## config.mk

```make
export PLATFORM = sky130hd
export DESIGN_NAME = cet_div
export DESIGN_NICKNAME = d
export VERILOG_FILES = /design/src/rtl/core/cet_div.sv
export SDC_FILE = /design/constraint.sdc
export NUM_CORES = 1
export LEC_CHECK = 0
export BUFFER_PORTS_ARGS = -buffer_cell sky130_fd_sc_hd__buf_2
export CORE_MARGIN = 2
export CORE_UTILIZATION = 54
export DETAILED_ROUTE_END_ITERATION = 7
export PLACE_DENSITY = 0.8
export SLEW_MARGIN = 20
export SYNTH_ARGS = -nofsm -noshare
export SYNTH_HDL_FRONTEND = slang
export SYNTH_SLANG_ARGS = --single-unit
```

## constraint.sdc

```tcl
create_clock -name aclk -period 2.9 [get_ports aclk]
set_clock_uncertainty 0.05 [all_clocks]
set_input_delay 0.29 -clock aclk [delete_from_list [all_inputs] [get_ports aclk]]
set_output_delay 0.29 -clock aclk [all_outputs]
set_load 0.02 [all_outputs]
```

## src/rtl/core/cet_div.sv

```systemverilog
`timescale 1ns / 1ps
// restoring divider, one quotient bit a cycle while busy, 32-bit quotient
module cet_div (
    input  logic        aclk,
    input  logic        aresetn,
    input  logic        start,
    input  logic [31:0] num,
    input  logic [15:0] den,
    output logic        busy,
    output logic [31:0] quo
);
    logic [31:0] q_reg, q_next;
    logic [16:0] r_reg, r_next;
    logic [5:0]  n_reg, n_next;
    logic [15:0] d_reg;
    logic [16:0] sh;

    assign busy = (n_reg != 6'd0);
    assign quo  = q_reg;

    always_comb begin
        q_next = q_reg;
        r_next = r_reg;
        n_next = n_reg;
        sh = {r_reg[15:0], q_reg[31]};
        if (start) begin
            q_next = num;
            r_next = '0;
            n_next = 6'd32;
        end else if (busy) begin
            if (sh >= {1'b0, d_reg}) begin
                r_next = sh - {1'b0, d_reg};
                q_next = {q_reg[30:0], 1'b1};
            end else begin
                r_next = sh;
                q_next = {q_reg[30:0], 1'b0};
            end
            n_next = n_reg - 6'd1;
        end
    end

    always_ff @(posedge aclk) begin
        if (!aresetn) begin
            n_reg <= '0;
        end else begin
            n_reg <= n_next;
        end
        q_reg <= q_next;
        r_reg <= r_next;
        if (start) d_reg <= den;
    end
endmodule

```

# After elaboration in Yosys (flattened, before gate mapping)
# Cells that the tools add are included.
# word_totals
reg_bits	70
output_inout_bits	33
word_cells	18
# classes
add_sub_neg	2
n_lt_le_gt_ge	1
mux	6
bitwise_logic	1
n_reduce_logical	3
# op_table
cell	count
$mux W32	2
$ge A17 B16 Y1	1
$mux W16	1
$sub A16 B16 Y16	1
$mux W6	2
$reduce_bool A6 Y1	1
$sub A6 B1 Y6 const B	1
$reduce_bool A2 Y1	1
$reduce_or A2 Y1	1
$mux W1	1
$not A1 Y1	1

# Depth between registers and ports, before layout
# Gate-level depths: netlist (run 1).
# depth
ltp_word	4
ltp_mapped	12

# Worst setup path after synthesis (run 1)
# Ideal clock, no wire load.
# synth_timing
path_type	register to register
from	reg q_reg[31] (netlist: quo[31])
to	reg r_reg[14]
t_arrival_ns	2.499
t_required_ns	2.695
path_slack_ns	0.196
stages_incl_launch_ff	12
path_buffers	0
path_cell_list	edfxtp_1 -> inv_1 -> ha_1 -> inv_1 -> fa_1 -> a21o_1 -> a221o_1 -> a311oi_2 -> o21ai_0 -> xor2_1 -> mux2i_1 -> o22ai_1
# synth_between
elab_chain_len	2
# synth_lines
element	line	source
from (decl)	12	logic [31:0] q_reg, q_next;
from (signal assigned)	48	q_reg <= q_next;
$sub A16 B16 Y16 / $ge A17 B16 Y1 (equally long branches)	32, 31	
$mux W16 (*)	31	if (sh >= {1'b0, d_reg}) begin
to (signal assigned)	49	r_reg <= r_next;
to (decl)	13	logic [16:0] r_reg, r_next;
# Mark *: on every way between the ends. The rest lies on a longest branch, timed or not.
# A chain may end at the register's enable or synchronous reset.

# Final worst setup path (run 1)
# layout_timing
from	reg q_reg[31] (netlist: quo[31])
to	reg r_reg[12]
# The elaborated chain is that of the path after synthesis.

==> results of run 1 <==
-- worst min path at each step --
stage,startpoint,to,slack (ps),depth (start not counted)
floorplan,den[0],d_reg[0],340,0
global placement,den[12],d_reg[12],420,1
detailed placement,den[1],d_reg[1],420,1
CTS,den[1],d_reg[1],50,1
global route,den[0],d_reg[0],50,1
finish,den[11],d_reg[11],60,1
-- critical path: stages, from the launching register on --
cell and delay [ps]:
edfxtp_1 390, inv_1 100, ha_1 160, inv_1 50
fa_1 410, a21o_1 220, a221o_1 360, a311oi_2 310
nor2_1 100, o311ai_1 320, a211oi_2 120
-- power groups by stage --
stage | Clock [mW] | Combinational [mW] | Sequential, mW
detailed placement | 0 | 1.94 | 1.58
finish | 0.954 | 1.96 | 1.56
floorplan | 0 | 1.32 | 1.73
global route | 1.01 | 2.14 | 1.60
global placement | 0 | 1.88 | 1.56
CTS | 0.971 | 1.95 | 1.56
-- cell usage in the layout, fill, tap and decap left out, types with 5 or more instances in the layout --
master | synthesis | layout
a211oi_1 | 8 | 8
a21o_1 | 8 | 8
a21oi_1 | 9 | 9
a31oi_1 | 5 | 5
buf_2 | 0 | 83
buf_4 | 1 | 8
clkbuf_8 | 0 | 9
dfxtp_1 | 22 | 22
edfxtp_1 | 48 | 48
ha_1 | 17 | 17
inv_1 | 24 | 24
mux2_2 | 32 | 32
mux2i_1 | 8 | 8
nand2_1 | 18 | 18
nand3_1 | 7 | 7
nor2_1 | 23 | 23
nor3_1 | 6 | 6
o21ai_0 | 8 | 7
xnor2_1 | 9 | 9
xor2_1 | 6 | 6
-- area by class of cell --
class / instances / area (µm²) / area share
Inverter: 25 / 98.8 / 0.0224
Tap cell: 80 / 100 / 0.0227
Clock buffer: 11 / 131 / 0.0298
Clock inverter: 5 / 106 / 0.0241
Multi-Input combinational cell: 206 / 1610 / 0.366
Sequential cell: 70 / 1880 / 0.427
Timing Repair Buffer: 91 / 475 / 0.108
-- timing repair --
item,CTS,global route
setup endpoints to repair,0,4
setup buffers,0,0
resized for setup,0,2
-- cell families after synthesis --
| logic type | Yosys count | synth area share |
|---|---|---|
| XOR/XNOR | 15 | 0.0358 |
| adder cells (fa/ha/maj) | 18 | 0.0635 |
| AND/OR/NAND/NOR | 68 | 0.0891 |
| AO/OA/AOI/OAI | 65 | 0.131 |
| multiplexers | 40 | 0.120 |
| buffers and inverters | 36 | 0.0464 |
| flip-flops | 70 | 0.513 |
-- per-layer routing --
metal,global-route usage,part of all wire
met5,0,0
met3,0.0657,0.062
met4,0.115,0.024
met2,0.354,0.47
met1,0.270,0.44
-- stage by stage --
stage                     cell area (µm²)  hold WS [ps]  worst slack, ps  cells
after detailed placement             4170           418              162    472
after global routing                 4410          52.4             19.0    488
final                                4410          64.5              192    488
after floorplan                      3660           339              196    312
after CTS                            4410          49.4              141    488
after global placement               4170           417              233    472
==> summary.md, run 1 <==
| Metric | Value |
|---|---|
| Status | `complete, no violations` |
| Yosys warning count | `0` |
| FMAX | `369 MHz` |
| Final wirelength | `7910 µm` |
| Post-synth top flop | `edfxtp_1` |
| Final Util | `0.660` |
| DRT Pass-1 Iters | `4` |
| WL per Instance | `16.2 µm` |
| Vias | `2714` |
| Critical Setup Path Class | `flip-flop to flip-flop` |
| Post-synth cell types | `52` |
| CTS tree | `built` |
| FF-to-FF Start | `quo[31]` |
| Area contributors post-synth | `edfxtp_1 39%, dfxtp_1 12%, mux2_2 9.8%` |
| Clock Power Share | `0.213` |
| Mapped Area | `3660 µm²` |
| Reg power frac | `0.349` |
| First-pass GRT wire length | `12600 µm` |
| # port buffers | `83` |
| IO Count | `84` |
| Antenna diodes | `0` |
| DR iter-0 viols | `128` |
| ANT nets after route | `0` |
| Slew Limit Fails | `0` |
| Maxcap violations | `0` |
| Setup TNS | `0 ps` |
| Cells after Synth | `312` |
| RR Endpoint | `r_reg[12]` |
| Yosys top cell area share | `0.393` |
| Std cell rows | `30` |
| Die area | `7460 µm²` |
| Slew Limit Headroom | `0.658` |
| Initial Utilization | `0.549` |
| Logic pwr share | `0.438` |
| Hold WC Path Type | `input port to flip-flop` |
| Fin. Hold Viols | `0` |
| Net switching share of the total power | `0.382` |
| Largest net degree at the start of global routing | `34` |
| Critical Path End | `r_reg[12]` |
| Max FFs per register | `32` |
| Core Area | `6680 µm²` |
| DR DRC count | `0` |
| Worst setup EP type | `flip-flop` |
| Post-synthesis average cell area | `11.7 µm²` |
| Clock root cell | `clkbuf_8` |
| Total number of H-tree levels | `3` |
| Overall power | `4.48 mW` |
| CP Data Arrival Time | `2880 ps` |
| GP Congestion | `0.861` |
| Hpwl dp | `5770 µm` |
| Max rail drop VDD | `0.480 mV` |
| GRT Overall Usage | `0.221` |
| Cell count of the worst reg-to-reg path | `10` |
| CTS Sinks | `70` |
| Register bit total from synthesis | `70` |
| Most frequent cells after synthesis | `48 x edfxtp_1, 32 x mux2_2, 24 x inv_1` |
| Die Y | `86.4 µm` |
| Syn_nets | `381` |
| Fin crit share | `0.934` |
| Grt ovf | `0` |
| Switching power | `1.71 mW` |
| CTS clk-pin slew, worst paths | `70 ps` |
| Cts bufs inserted | `9` |
| Worst setup path start | `quo[31]` |
| Worst slew pin tran | `510 ps` |
| Post-synth ARST share | `0` |
| Internal power | `2.76 mW` |
| Most common cell in the synthesized netlist | `edfxtp_1` |
| Initial antenna violation count | `0` |
| Worst-skew pair later-pin latency | `350 ps` |
| Setup violators final | `0` |
| Critical-path maximum fanout | `3` |
| RSZ-0062 raised after global routing | `no` |
| Total power per unit cell area | `1020 nW/µm²` |
| Post-synth EDFFs | `48` |
| Filler Cell Count | `547` |
| Routed vias/inst | `5.56` |
| Vias in the first global route | `2808` |
| Fin nets | `472` |
| Leak pwr | `1.93 nW` |
| Reg2Reg Setup Slack | `190 ps` |
| Worst Setup Start Kind | `flip-flop` |
| Sequential share of the synthesized area | `0.513` |
| Die Width | `86.4 µm` |
| WP data required | `3070 ps` |
| CTS Hold Bufs | `0` |
| Min cycle time layout | `2710 ps` |
| Clock Tree Buf Depth | `2` |
| Layout cell share with drive strength beyond 1 | `0.365` |
| Syn-to-layout area delta | `20.3%` |
| Cell taking the most area after synthesis | `edfxtp_1` |
Note: power is estimated with default switching activity, not from simulation.
==> run 2, diff against run 1 <==
MAX_ROUTING_LAYER = met4   (was not set)
==> summary.md, run 2 (synthesized netlist as in run 1, its figures left out) <==
| Metric | Value |
|---|---|
| Status | `complete, no violations` |
| Critical-path maximum fanout | `3 (unchanged)` |
| WP data required | `3110 ps (+40 ps)` |
| Max FFs per register | `32 (unchanged)` |
| Total power per unit cell area | `994 nW/µm² (-2.1%)` |
| Worst slew pin tran | `571 ps (+61.7 ps)` |
| Slew Limit Fails | `0 (unchanged)` |
| Syn-to-layout area delta | `19.6%` |
| Leak pwr | `1.92 nW (-0.51%)` |
| Overall power | `4.36 mW (-2.6%)` |
| Vias | `2739 (+0.92%)` |
| Die Width | `86.4 µm (unchanged)` |
| Fin crit share | `0.940 (+0.00652)` |
| # port buffers | `83 (unchanged)` |
| Fin nets | `472 (unchanged)` |
| Layout cell share with drive strength beyond 1 | `0.365 (unchanged)` |
| WL per Instance | `15.9 µm (-2.2%)` |
| Vias in the first global route | `2763 (-1.6%)` |
| CTS tree | `built` |
| CP Data Arrival Time | `2940 ps (+60 ps)` |
| GRT Overall Usage | `0.219 (-0.00182)` |
| Setup bufs post-CTS | `0 (unchanged)` |
| Critical-path cell list | `inv_1 -> ha_1 -> inv_1 -> fa_1 -> a21o_1 -> a221o_1 -> a311oi_2 -> nor2_1 -> o21ai_0 -> o311ai_1 -> a211oi_2` |
| Std cell rows | `30 (unchanged)` |
| Initial Utilization | `0.549 (unchanged)` |
| Core Area | `6680 µm² (unchanged)` |
| Min cycle time layout | `2730 ps (+18.9 ps)` |
| Initial antenna violation count | `0 (unchanged)` |
| DR DRC count | `0 (unchanged)` |
| Fin. Hold Viols | `0 (unchanged)` |
| Final wirelength | `7740 µm (-2.2%)` |
| First-pass GRT wire length | `12400 µm (-1.9%)` |
| GP Congestion | `0.887 (+3.0%)` |
| CTS clk-pin slew, worst paths | `80 ps (about the same)` |
| CTS Sinks | `70 (unchanged)` |
| CP max-delay cell | `fa_1` |
| Grt ovf | `0 (unchanged)` |
| CTS Hold Bufs | `0 (unchanged)` |
| Worst Setup Start Kind | `flip-flop` |
| Crit path top cell by count | `inv_1` |
| Cts bufs inserted | `9 (unchanged)` |
| Clock root cell | `clkbuf_8` |
| Largest net degree at the start of global routing | `34 (unchanged)` |
| Die area | `7460 µm² (unchanged)` |
| ANT nets after route | `0 (unchanged)` |
| Critical path buffer and inverter count | `2 (unchanged)` |
| Delay of the slowest cell on the worst path | `400 ps (about the same)` |
| Antenna diodes | `0 (unchanged)` |
| Max rail drop VDD | `0.560 mV (+17%)` |
| DR iter-0 viols | `145 (+13%)` |
| Most frequent cells in the layout | `83 x buf_2, 48 x edfxtp_1, 32 x mux2_2, 24 x inv_1, 23 x nor2_1` |
| Clock Tree Buf Depth | `2 (unchanged)` |
| Total number of H-tree levels | `3 (unchanged)` |
| Maxcap violations | `0 (unchanged)` |
| IO Count | `84 (unchanged)` |
| DRT Pass-1 Iters | `4 (unchanged)` |
| Die Y | `86.4 µm (unchanged)` |
| Hpwl dp | `5710 µm (-0.90%)` |
| RSZ-0062 raised after global routing | `no` |
| Setup TNS | `0 ps (unchanged)` |
| Setup violators final | `0 (unchanged)` |
| Critical Setup Path Class | `flip-flop to flip-flop` |
| Worst setup EP type | `flip-flop` |
| Hold WC Path Type | `input port to flip-flop` |
| Commonest non-fill, non-tap cell in the layout | `buf_2` |
| Routed vias/inst | `5.61 (+0.92%)` |
| Worst-skew pair later-pin latency | `340 ps (about the same)` |
| Top delay family on crit path | `compound AO/OA/AOI/OAI gates` |
| Slew Limit Headroom | `0.617 (-0.0414)` |
| FMAX | `367 MHz (-0.69%)` |
[run 2: cell types whose count changed in the layout (fill, tap and decap cells not counted)]
cell	change
clkinv_2	+1
clkbuf_1	-1
clkinv_1	+1
bufinv_16	-1
o21ai_0	+1
o21ai_1	-1
[run 2: path summary, 6_finish.rpt]
kind	from	end	slack, ps	depth (start not counted)
setup / recovery	quo[31]	r_reg[12]	170	11
hold / removal	den[12]	d_reg[12]	70	1
setup reg to reg	quo[31]	r_reg[12]	170	11
hold reg to reg	r_reg[13]	r_reg[13]	430	2
[run 2: power by group]
group	internal [mW]	total, mW	switching [mW]
clock network	0.483	0.850	0.367
registers	1.39	1.56	0.167
logic	0.797	1.95	1.15
total	2.67	4.36	1.69
[run 2: metrics by stage]
stage               utilization  std cells  area, µm²  worst slack [ps]  hold slack, ps
finish                    0.656        488       4380               173            68.5
detailed placement        0.624        472       4170               149             418
global placement          0.624        472       4170               224             418
global route              0.656        488       4380              21.0            51.1
floorplan                     -        312       3660               196             339
CTS                       0.656        488       4380               130            53.8
[run 2: timing repair]
action | 4_1_cts | 5_1_grt
setup endpoints to repair | 0 | 4
gates resized for setup | 0 | 1
hold endpoints to repair | 0 | 0
[run 2: cell type report]
class                   count  area, µm²
clock inverters             6       85.1
clock buffers              10        128
fillers                   539       2300
inverters                  25       98.8
well taps                  80        100
multi-input cells         206       1610
repair buffers             91        475
flip-flops and latches     70       1880
[run 2: per-layer routing]
metal / track usage / wire length (µm)
met1: 0.280 / 3390
met2: 0.342 / 3780
met3: 0.0476 / 463
met4: 0.0866 / 110
met5: - / 0
